## src/assert_macros.svh

```systemverilog
// Assertion macros shared by the rotation center check RTL.
`ifndef ASSERT_MACROS_SVH
`define ASSERT_MACROS_SVH

// Checks that a condition holds at every clock edge outside reset.
`define PRC_ASSERT_ALWAYS(label, clk, rstn, cond, msg) \
    label: assert property (@(posedge clk) disable iff (!(rstn)) (cond)) else $error(msg);

// Checks that the consequent holds in the same cycle as the antecedent.
`define PRC_ASSERT_IMPL(label, clk, rstn, ante, cons, msg) \
    label: assert property (@(posedge clk) disable iff (!(rstn)) (ante) |-> (cons)) \
        else $error(msg);

`endif

```

## src/prc_pkg.sv

```systemverilog
// Shared types, constants and tables of the rotation center check.
package prc_pkg;

    localparam int RED_W        = 43;
    localparam int REDUCE_STEPS = 8;
    localparam int Z_W          = 34;
    localparam int XY_W         = 34;
    localparam int A_W          = 35;
    localparam int DET_W        = 36;
    localparam int PROD_W       = 66;
    localparam int NUM_W        = 64;
    localparam int QUO_W        = 32;
    localparam int DEN_W        = 34;

    localparam logic signed [RED_W-1:0] PI_Q30      = 43'sd3373259426;
    localparam logic signed [RED_W-1:0] HALF_PI_Q30 = 43'sd1686629713;
    localparam logic signed [XY_W-1:0]  GAIN_Q30    = 34'sd652032874;
    localparam logic signed [A_W-1:0]   ONE_Q30     = 35'sd1073741824;
    localparam logic signed [DET_W-1:0] DET_LIMIT   = 36'sd107375;

    localparam logic CFG_FORWARD = 1'b0;
    localparam logic CFG_LATERAL = 1'b1;

    typedef enum logic [2:0] {
        VERDICT_ACCEPTED      = 3'd0,
        VERDICT_NOT_CONVERGED = 3'd1,
        VERDICT_SINGULAR      = 3'd2,
        VERDICT_OVERFLOW      = 3'd3,
        VERDICT_IMPLAUSIBLE   = 3'd4
    } verdict_t;

    // Translation and convergence flag carried alongside the angle path.
    typedef struct packed {
        logic signed [31:0] x;
        logic signed [31:0] y;
        logic               conv;
    } side_t;

    // Arctangent of 2^-i in Q30; from 2^-10 down the angle is taken equal to its tangent.
    function automatic logic signed [Z_W-1:0] atan_entry(input int i);
        logic signed [Z_W-1:0] v;
        case (i)
            0:       v = 34'sd843314857;
            1:       v = 34'sd497837829;
            2:       v = 34'sd263043837;
            3:       v = 34'sd133525159;
            4:       v = 34'sd67021687;
            5:       v = 34'sd33543516;
            6:       v = 34'sd16775851;
            7:       v = 34'sd8388437;
            8:       v = 34'sd4194283;
            9:       v = 34'sd2097149;
            default: v = {{(Z_W-1){1'b0}}, 1'b1} << (30 - i);
        endcase
        return v;
    endfunction

    // Full turn scaled by 2^j, used by the binary angle reduction.
    function automatic logic signed [RED_W-1:0] reduce_step(input int j);
        return (PI_Q30 <<< 1) <<< j;
    endfunction

endpackage

```

## src/prc_angle_reduce.sv

```systemverilog
// Angle widening, reduction into one turn and fold into the right half plane.
module prc_angle_reduce #(
    parameter int FRACTION_BITS = 16
) (
    input  logic                              aclk,
    input  logic                              aresetn,
    input  logic                              en,
    input  logic                              in_valid,
    input  logic signed [18:0]                turn_angle,
    input  prc_pkg::side_t                    in_side,
    output logic                              out_valid,
    output logic signed [prc_pkg::Z_W-1:0]    z_out,
    output logic                              flip_out,
    output prc_pkg::side_t                    out_side
);

    localparam int SHIFT = 30 - FRACTION_BITS;
    localparam int N     = prc_pkg::REDUCE_STEPS;

    logic                              valid_reg [0:N];
    logic signed [prc_pkg::RED_W-1:0]  m_reg     [0:N];
    logic                              neg_reg   [0:N];
    prc_pkg::side_t                    side_reg  [0:N];

    logic signed [prc_pkg::RED_W-1:0]  wide_next;
    logic signed [prc_pkg::RED_W-1:0]  fold_next;
    logic                              flip_next;
    logic                              valid_out_reg;
    logic signed [prc_pkg::Z_W-1:0]    z_reg;
    logic                              flip_reg;
    prc_pkg::side_t                    side_out_reg;

    // The reduction works on the magnitude; the sign is put back at the fold.
    assign wide_next = prc_pkg::RED_W'(turn_angle) <<< SHIFT;

    always_ff @(posedge aclk) begin
        if (!aresetn) begin
            valid_reg[0] <= 1'b0;
        end else if (en) begin
            valid_reg[0] <= in_valid;
        end
        if (en) begin
            m_reg[0]    <= turn_angle[18] ? -wide_next : wide_next;
            neg_reg[0]  <= turn_angle[18];
            side_reg[0] <= in_side;
        end
    end

    genvar k;
    generate
        for (k = 0; k < N; k++) begin : g_step
            localparam logic signed [prc_pkg::RED_W-1:0] STEP =
                prc_pkg::reduce_step(N - 1 - k);
            localparam logic signed [prc_pkg::RED_W-1:0] LIMIT = STEP - prc_pkg::PI_Q30;

            always_ff @(posedge aclk) begin
                if (!aresetn) begin
                    valid_reg[k+1] <= 1'b0;
                end else if (en) begin
                    valid_reg[k+1] <= valid_reg[k];
                end
                if (en) begin
                    m_reg[k+1]    <= (m_reg[k] > LIMIT) ? m_reg[k] - STEP : m_reg[k];
                    neg_reg[k+1]  <= neg_reg[k];
                    side_reg[k+1] <= side_reg[k];
                end
            end
        end
    endgenerate

    always_comb begin
        fold_next = m_reg[N];
        flip_next = 1'b0;
        if (m_reg[N] > prc_pkg::HALF_PI_Q30) begin
            fold_next = m_reg[N] - prc_pkg::PI_Q30;
            flip_next = 1'b1;
        end else if (m_reg[N] < -prc_pkg::HALF_PI_Q30) begin
            fold_next = m_reg[N] + prc_pkg::PI_Q30;
            flip_next = 1'b1;
        end
        if (neg_reg[N]) begin
            fold_next = -fold_next;
        end
    end

    always_ff @(posedge aclk) begin
        if (!aresetn) begin
            valid_out_reg <= 1'b0;
        end else if (en) begin
            valid_out_reg <= valid_reg[N];
        end
        if (en) begin
            z_reg        <= fold_next[prc_pkg::Z_W-1:0];
            flip_reg     <= flip_next;
            side_out_reg <= side_reg[N];
        end
    end

    assign out_valid = valid_out_reg;
    assign z_out     = z_reg;
    assign flip_out  = flip_reg;
    assign out_side  = side_out_reg;

endmodule

```

## config.mk

```make
export PLATFORM = sky130hd
export DESIGN_NAME = prc_angle_reduce
export DESIGN_NICKNAME = d
export VERILOG_FILES = /design/src/assert_macros.svh /design/src/prc_pkg.sv /design/src/prc_angle_reduce.sv
export SDC_FILE = /design/constraint.sdc
export NUM_CORES = 1
export LEC_CHECK = 0
export BUFFER_PORTS_ARGS = -buffer_cell sky130_fd_sc_hd__buf_2
export CORE_UTILIZATION = 57
export DETAILED_ROUTE_END_ITERATION = 10
export PLACE_DENSITY_LB_ADDON = 0.15
export SYNTH_ARGS = -nofsm -noshare
export SYNTH_HDL_FRONTEND = slang
export SYNTH_SLANG_ARGS = --single-unit
```

## constraint.sdc

```tcl
create_clock -name aclk -period 8.7 [get_ports aclk]
set_input_delay 0.87 -clock aclk [delete_from_list [all_inputs] [get_ports aclk]]
set_output_delay 0.87 -clock aclk [all_outputs]
set_load 0.01 [all_outputs]
```

==> impl_results.md, run 1 <==
- Worst VDD drop: 0.2420 mV
- Slowest cell on crit path: or3_1
- Switching power: 2.692 mW
- Max-Cap Viols: 0
- Combinational power share: 0.089
- Chip Height: 268.4 um
- Max reg flops: 585
- Sink Count: 1,027
- CP startpoint kind: register
- Hold_sp: in_side[31]
- Critical path arrival: 5310 ps
- Tcrit/Tclk final: 0.5664
- Num CTS Buffers: 99
- Cells after Synth: 2,549
- P_int: 8.955 mW
- Detail Placement HPWL: 39,720 um
- Final RePlAce weighted congestion: 0.8290
- Core area: 70,150 um^2
- Buffers on Ports: 187
- Post-synthesis mux area share: 0.0009898
- Type of the most critical hold path: input port to register
- Power, Total: 11.65 mW
- Area Growth Syn to Fin: 13.28%
- RSZ-0062 raised after global routing: no
- Cell count after placement: 3,634
- CTS Hold Bufs: 0
- Status: finished clean
- Max stage delay on crit path: 790 ps
- Grt ovf: 0
- Routed vias/inst: 5.341
- H-Tree Depth: 3
- # Post-CTS Setup Buffers: 0
- Pre-antenna DRT Iters: 5
- Resize count post-CTS: 0
- Critical path, cell by cell: ha_1, o21a_1, nor3_1, nor4b_2, or3_1, nor2_1, ha_1, o21ai_0, nor4_2, nand4_1, o41ai_1, xnor2_1
- Flop pwr share: 0.545
- FP Rows: 97
- Number of synthesis warnings: 0
- Pwr/cell area: 254.2 nW/um^2
- R2R setup slack: 3770 ps
- Via count: 20,380
- Critical path class: register to register
- Die width: 268.4 um
- Worst-Skew Late Latency: 650 ps
- # DRC: 0
- Fraction of the mapped netlist area in compound gates: 0.06799
- Most common cell in the netlist: edfxtp_1
- Die area: 72,030 um^2
- Reg2reg start: m_reg[0][350]
- Final Hold Viols: 0
- Initial Util: 0.5766
- Crit path capture type: register
- Iteration-0 DRC count of the detailed router: 1,264
- Post-Synth Adder-Cell Area: 0.005258
- Post-Layout Cell Count: 3,816
- Final ANT Viol Nets: 0
- Max transition margin: 0.2938
- Worst Path Buf+Inv: 0
- Syn Area/Cell: 15.87 um^2
- Number of synthesized flops with an enable pin: 1,025
- WL per Instance: 16.01 um
- GRT Total Usage: 0.1673
- Post-Synth Simple-Gate Area: 0.07721
- Mapped Area: 40,450 um^2
- Sequential fraction of the synthesis area: 0.7619
- Initial antenna violation count: 1
- IO Count: 189
- Most used cell, CP: ha_1
- Setup TNS: 0 ps
- Final Skew: 50.00 ps
- Final setup vio count: 0
- Largest family of logic cells by synthesized area: simple AND/OR/NAND/NOR gates
- Worst-path maximum fanout: 24
- Largest net degree at the start of global routing: 186
- Distinct cell type count after synthesis: 83
- Dominant synthesized flop cell: edfxtp_1
- Switch share: 0.2311
- Reg2Reg Depth: 12
- Vias in the first global route: 19,902
- FF-to-FF End: z_out[27]
- Lkg Pwr: 16.21 nW
- Leading area contributor after synthesis: edfxtp_1
- Clock group share of total power: 0.366
- Worst Hold Depth: 1
- Fin. max-slew vios: 0
- Worst EP required: 9080 ps
- First-pass GRT wire length: 95,850 um
- Synth top area cells: edfxtp_1 76%, xnor2_1 4.1%, xor2_1 3.2%
- XOR/XNOR Fraction of Synth Area: 0.07254
- Clock transition at the registers of the reported paths: 70 ps
- CTS tree: yes
- Clk buf depth: 3
- Commonest cells in the netlist: 1,025 x edfxtp_1, 188 x xnor2_1, 152 x nand2_1, 152 x nor2_1, 147 x xor2_1
- Clock root buffer: clkbuf_16
- Top-area cell type share of the netlist area: 0.7609
- Fin nets: 2,900
- Ys async rst share: 0
- Fmax: 0.2029 GHz
- Share of cells above drive strength 1: 0.1325
- Worst Hold End: side_reg[0][31]
- Least-Margin Pin Slew: 1059 ps
- Post-layout min period: 4928 ps
- Synth Register Bits: 1,027
- Routed wire length: 61,110 um
- Top Family by Delay on Critical Path: simple AND/OR/NAND/NOR gates
cells by family (layout without fill, tap and decap cells):
family / Yosys count / after routing
flops: 1027 / 1027
simple gates: 619 / 619
compound gates: 404 / 404
xor+xnor: 335 / 335
buf+inv: 142 / 458
fa+ha+maj: 17 / 17
mux: 4 / 4
other cells: 1 / 12
stage by stage:
stage	hold slack [ps]	area, um^2	setup slack (ps)	utilization
final	372.6	45820	3772	0.6532
after floorplan	400.3	40490	4850	-
after CTS	314.5	45820	3678	0.6532
after global placement	400.3	42490	3903	0.6057
after global routing	338.1	45820	3370	0.6532
after detailed placement	404.5	42490	3686	0.6057
cells in the final DEF (no fill, tap or decap), types with 18 or more instances in the layout:
cell       synthesis  final
and3_1            32     32
a31oi_1           25     25
o31ai_1           29     29
a21o_1            24     24
edfxtp_1        1025   1025
clkinv_2           0     18
xnor2_1          188    188
or3_1             26     26
o21a_1            20     20
nor3_1            66     66
clkbuf_16          0     99
nand3_1           47     47
a21oi_1           71     71
o21ai_0           96     96
clkinv_1           0     19
nand2b_1          24     24
nand4_1           26     26
nor2_1           152    152
nand2_1          152    152
inv_1             75     75
xor2_1           147    147
buf_2              9    186
power by group through the flow:
stage	sequential [mW]	clock [mW]	combinational [mW]
2_1_floorplan	6.35	0	0.734
3_3_place_gp	6.41	0	1.02
3_5_place_dp	6.44	0	1.05
4_1_cts	6.34	4.39	1.05
5_1_grt	6.40	4.57	1.16
6_report	6.34	4.27	1.04
metal layers:
metal / GRT usage / wire length, um / vias to the layer above
li1: - / - / 10162
met1: 0.1903 / 24500 / 9735
met2: 0.3090 / 32590 / 365
met3: 0.02905 / 2237 / 118
met4: 0.07064 / 1782 / 0
met5: 0 / 0 / -
how the worst max path moves through the flow:
stage / slack, ps / endpoint / from / depth (start not counted)
after floorplan: 4850 / z_out[27] / m_reg[0][350] / 15
after global placement: 3900 / z_out[27] / m_reg[0][350] / 12
after detailed placement: 3690 / z_out[27] / m_reg[0][350] / 12
after CTS: 3680 / z_out[27] / m_reg[0][349] / 12
after global routing: 3370 / z_out[21] / m_reg[0][350] / 12
final: 3770 / z_out[27] / m_reg[0][350] / 12
cell type report:
type | instances | area, um^2
Sequential cell | 1027 | 30820
Fill cell | 4984 | 24330
Multi-Input combinational cell | 1390 | 9101
Clock buffer | 116 | 2541
Tap cell | 940 | 1176
Timing Repair Buffer | 202 | 1109
Clock inverter | 65 | 790.8
Inverter | 75 | 281.5
Antenna cell | 1 | 2.502
(Power assumes the default switching activity.)
==> run 2: changes to the inputs <==
==> constraint.sdc (replaced) <==
create_clock -name aclk -period 5.1 [get_ports aclk]
set_input_delay 0.51 -clock aclk [delete_from_list [all_inputs] [get_ports aclk]]
set_output_delay 0.51 -clock aclk [all_outputs]
set_load 0.01 [all_outputs]
==> run 2 against run 1 <==
Effect of this change: core utilization is 0.71 points higher; global-route usage is 0.16 points higher; register-to-register slack got worse by 3400 ps; fmax rose by 5.2%; sequential share of layout area fell by 0.73 points; hold slack lost 330 ps; sequential power rose by 70%; clock power is 69% higher; wire length is 0.36% higher; clock skew is 1.3 ps lower; largest power group unchanged.
==> impl_results.md, run 2 (synthesized netlist as in run 1, its figures left out) <==
- Max reg flops: 585 (unchanged)
- Tcrit/Tclk final: 0.9180 (was 0.5664)
- Worst-Skew Late Latency: 650 ps (about the same)
- RSZ-0062 raised after global routing: no (unchanged)
- Clock root buffer: clkbuf_16 (unchanged)
- R2R setup slack: 420 ps (was 3770 ps)
- Hold_sp: in_side[29] (was in_side[31])
- Clock transition at the registers of the reported paths: 60 ps (was 70 ps)
- Critical path class: register to register (unchanged)
- Vias in the first global route: 20,174 (was 19,902)
- Commonest non-fill, non-tap cell in the layout: edfxtp_1 (unchanged)
- Iteration-0 DRC count of the detailed router: 1,145 (was 1,264)
- H-Tree Depth: 3 (unchanged)
- Die area: 72,030 um^2 (unchanged)
- CP startpoint kind: register (unchanged)
- Crit path capture type: register (unchanged)
- Chip Height: 268.4 um (unchanged)
- Sink Count: 1,027 (unchanged)
- CTS Hold Bufs: 41 (was 0)
- Setup TNS: 0 ps (unchanged)
- Max-Cap Viols: 0 (unchanged)
- Worst Hold End: side_reg[0][29] (was side_reg[0][31])
- Pwr/cell area: 427.8 nW/um^2 (was 254.2 nW/um^2)
- FF-to-FF End: z_out[27] (unchanged)
- Pre-CTS setup slack: 450.7 ps (was 3686 ps)
- Via count: 20,547 (was 20,380)
- Detail Placement HPWL: 39,770 um (was 39,720 um)
- Fillers: 4,903 (was 4,984)
- Share of cells above drive strength 1: 0.1360 (was 0.1325)
- Final ANT Viol Nets: 0 (unchanged)
- Worst Setup Slack, final: 418.2 ps (was 3772 ps)
- Final Skew: 48.67 ps (was 50.00 ps)
- Resize count post-CTS: 0 (unchanged)
- Final setup vio count: 0 (unchanged)
- Grt ovf: 0 (unchanged)
- Max transition margin: 0.2400 (was 0.2938)
- WL per Instance: 15.84 um (was 16.01 um)
- Post-Layout Cell Count: 3,873 (was 3,816)
- Fmax: 0.2136 GHz (was 0.2029 GHz)
- IO Count: 189 (unchanged)
- # DRC: 0 (unchanged)
- Die width: 268.4 um (unchanged)
- Pre-antenna DRT Iters: 7 (was 5)
- Initial Util: 0.5766 (unchanged)
- Final Hold Viols: 0 (unchanged)
- Buffers on Ports: 187 (unchanged)
- Worst Hold Depth: 1 (unchanged)
- Fin nets: 2,957 (was 2,900)
- Number of diodes: 0 (was 1)
- Post-layout min period: 4682 ps (was 4928 ps)
- Initial antenna violation count: 0 (was 1)
- Worst VDD drop: 0.5182 mV (was 0.2420 mV)
- Clk buf depth: 3 (unchanged)
- Status: finished clean (unchanged)
- Area Growth Syn to Fin: 14.52% (was 13.28%)
- Fin. max-slew vios: 0 (unchanged)
- FP Rows: 97 (unchanged)
- Worst EP required: 5430 ps (was 9080 ps)
- Most frequent cells in the layout: 1,025 x edfxtp_1, 188 x xnor2_1, 186 x buf_2, 152 x nor2_1, 152 x nand2_1 (unchanged)
- Largest net degree at the start of global routing: 145 (was 186)
- # Post-CTS Setup Buffers: 0 (unchanged)
- Routed wire length: 61,330 um (was 61,110 um)
- GRT Total Usage: 0.1689 (was 0.1673)
- Reg2reg start: m_reg[0][350] (unchanged)
- Critical path arrival: 5010 ps (was 5310 ps)
- Reg area: 30,820 um^2 (unchanged)
- Least-Margin Pin Slew: 1126 ps (was 1059 ps)
- Routed vias/inst: 5.305 (was 5.341)
- Core area: 70,150 um^2 (unchanged)
- Worst Hold Slack: 40.43 ps (was 372.6 ps)
- Reg2Reg Depth: 11 (was 12)
- Cell count after placement: 3,649 (was 3,634)
- First-pass GRT wire length: 97,610 um (was 95,850 um)
- Final RePlAce weighted congestion: 0.8572 (was 0.8290)
- Lkg Pwr: 16.46 nW (was 16.21 nW)
- Type of the most critical hold path: input port to register (unchanged)
- Worst-path maximum fanout: 13 (was 24)
- Multi-input gate area: 9101 um^2 (unchanged)
- CTS tree: yes (unchanged)
- Num CTS Buffers: 100 (was 99)
==> run 2: cell count changes in the layout (fill, tap and decap cells not counted), sizes merged <==
| cell | change |
|---|---|
| clkbuf | -2 |
| buf | +15 |
| bufinv | -2 |
| clkinv | +8 |
| dlygate4sd3 | +41 |
| clkinvlp | -2 |
| diode | -1 |
==> run 2: cell type report <==
type                            count  area share
Sequential cell                  1027      0.6653
Timing Repair Buffer              258     0.03576
Inverter                           75    0.006077
Clock inverter                     69     0.01580
Tap cell                          940     0.02539
Clock buffer                      114     0.05516
Multi-Input combinational cell   1390      0.1965
==> run 2: how the worst max path moves through the flow <==
stage	start	cells past startpoint	end
after floorplan	m_reg[0][350]	15	z_out[27]
after global placement	m_reg[0][349]	11	z_out[24]
after detailed placement	m_reg[0][350]	11	z_out[27]
after CTS	m_reg[0][349]	11	z_out[27]
after global routing	m_reg[0][350]	11	z_out[27]
final	m_reg[0][350]	11	z_out[27]
==> run 2: worst max-delay path, cell delays in order, from the launching register on <==
cell and delay [ps]:
edfxtp_1 530, ha_1 290, o21a_1 220, nor3_1 490, nor4b_2 130, or3_1 620, a32oi_1 330, xnor2_1 140
nor3_1 250, or4b_1 670, o41ai_1 550, xnor2_1 130
==> run 2: power by group <==
| part | switching [mW] | internal (mW) |
|---|---|---|
| logic | 1.02 | 0.767 |
| clock network | 3.02 | 4.18 |
| registers | 0.549 | 10.3 |
| total | 4.59 | 15.2 |
==> run 2: stage by stage <==
| stage | instance area [um^2] | util | power [mW] |
|---|---|---|---|
| 2_1_floorplan | 40490 | - | 12.08 |
| 3_3_place_gp | 42620 | 0.6076 | 12.68 |
| 3_5_place_dp | 42620 | 0.6076 | 12.77 |
| 4_1_cts | 46320 | 0.6603 | 20.04 |
| 5_1_grt | 46320 | 0.6603 | 20.65 |
| 6_report | 46320 | 0.6603 | 19.82 |
==> run 2: per-layer routing <==
metal	GRT usage	vias to the layer above	wire, um
li1	-	10284	-
met1	0.1959	9752	24630
met2	0.3092	399	32630
met3	0.02960	112	2427
met4	0.06772	0	1647
met5	0	-	0
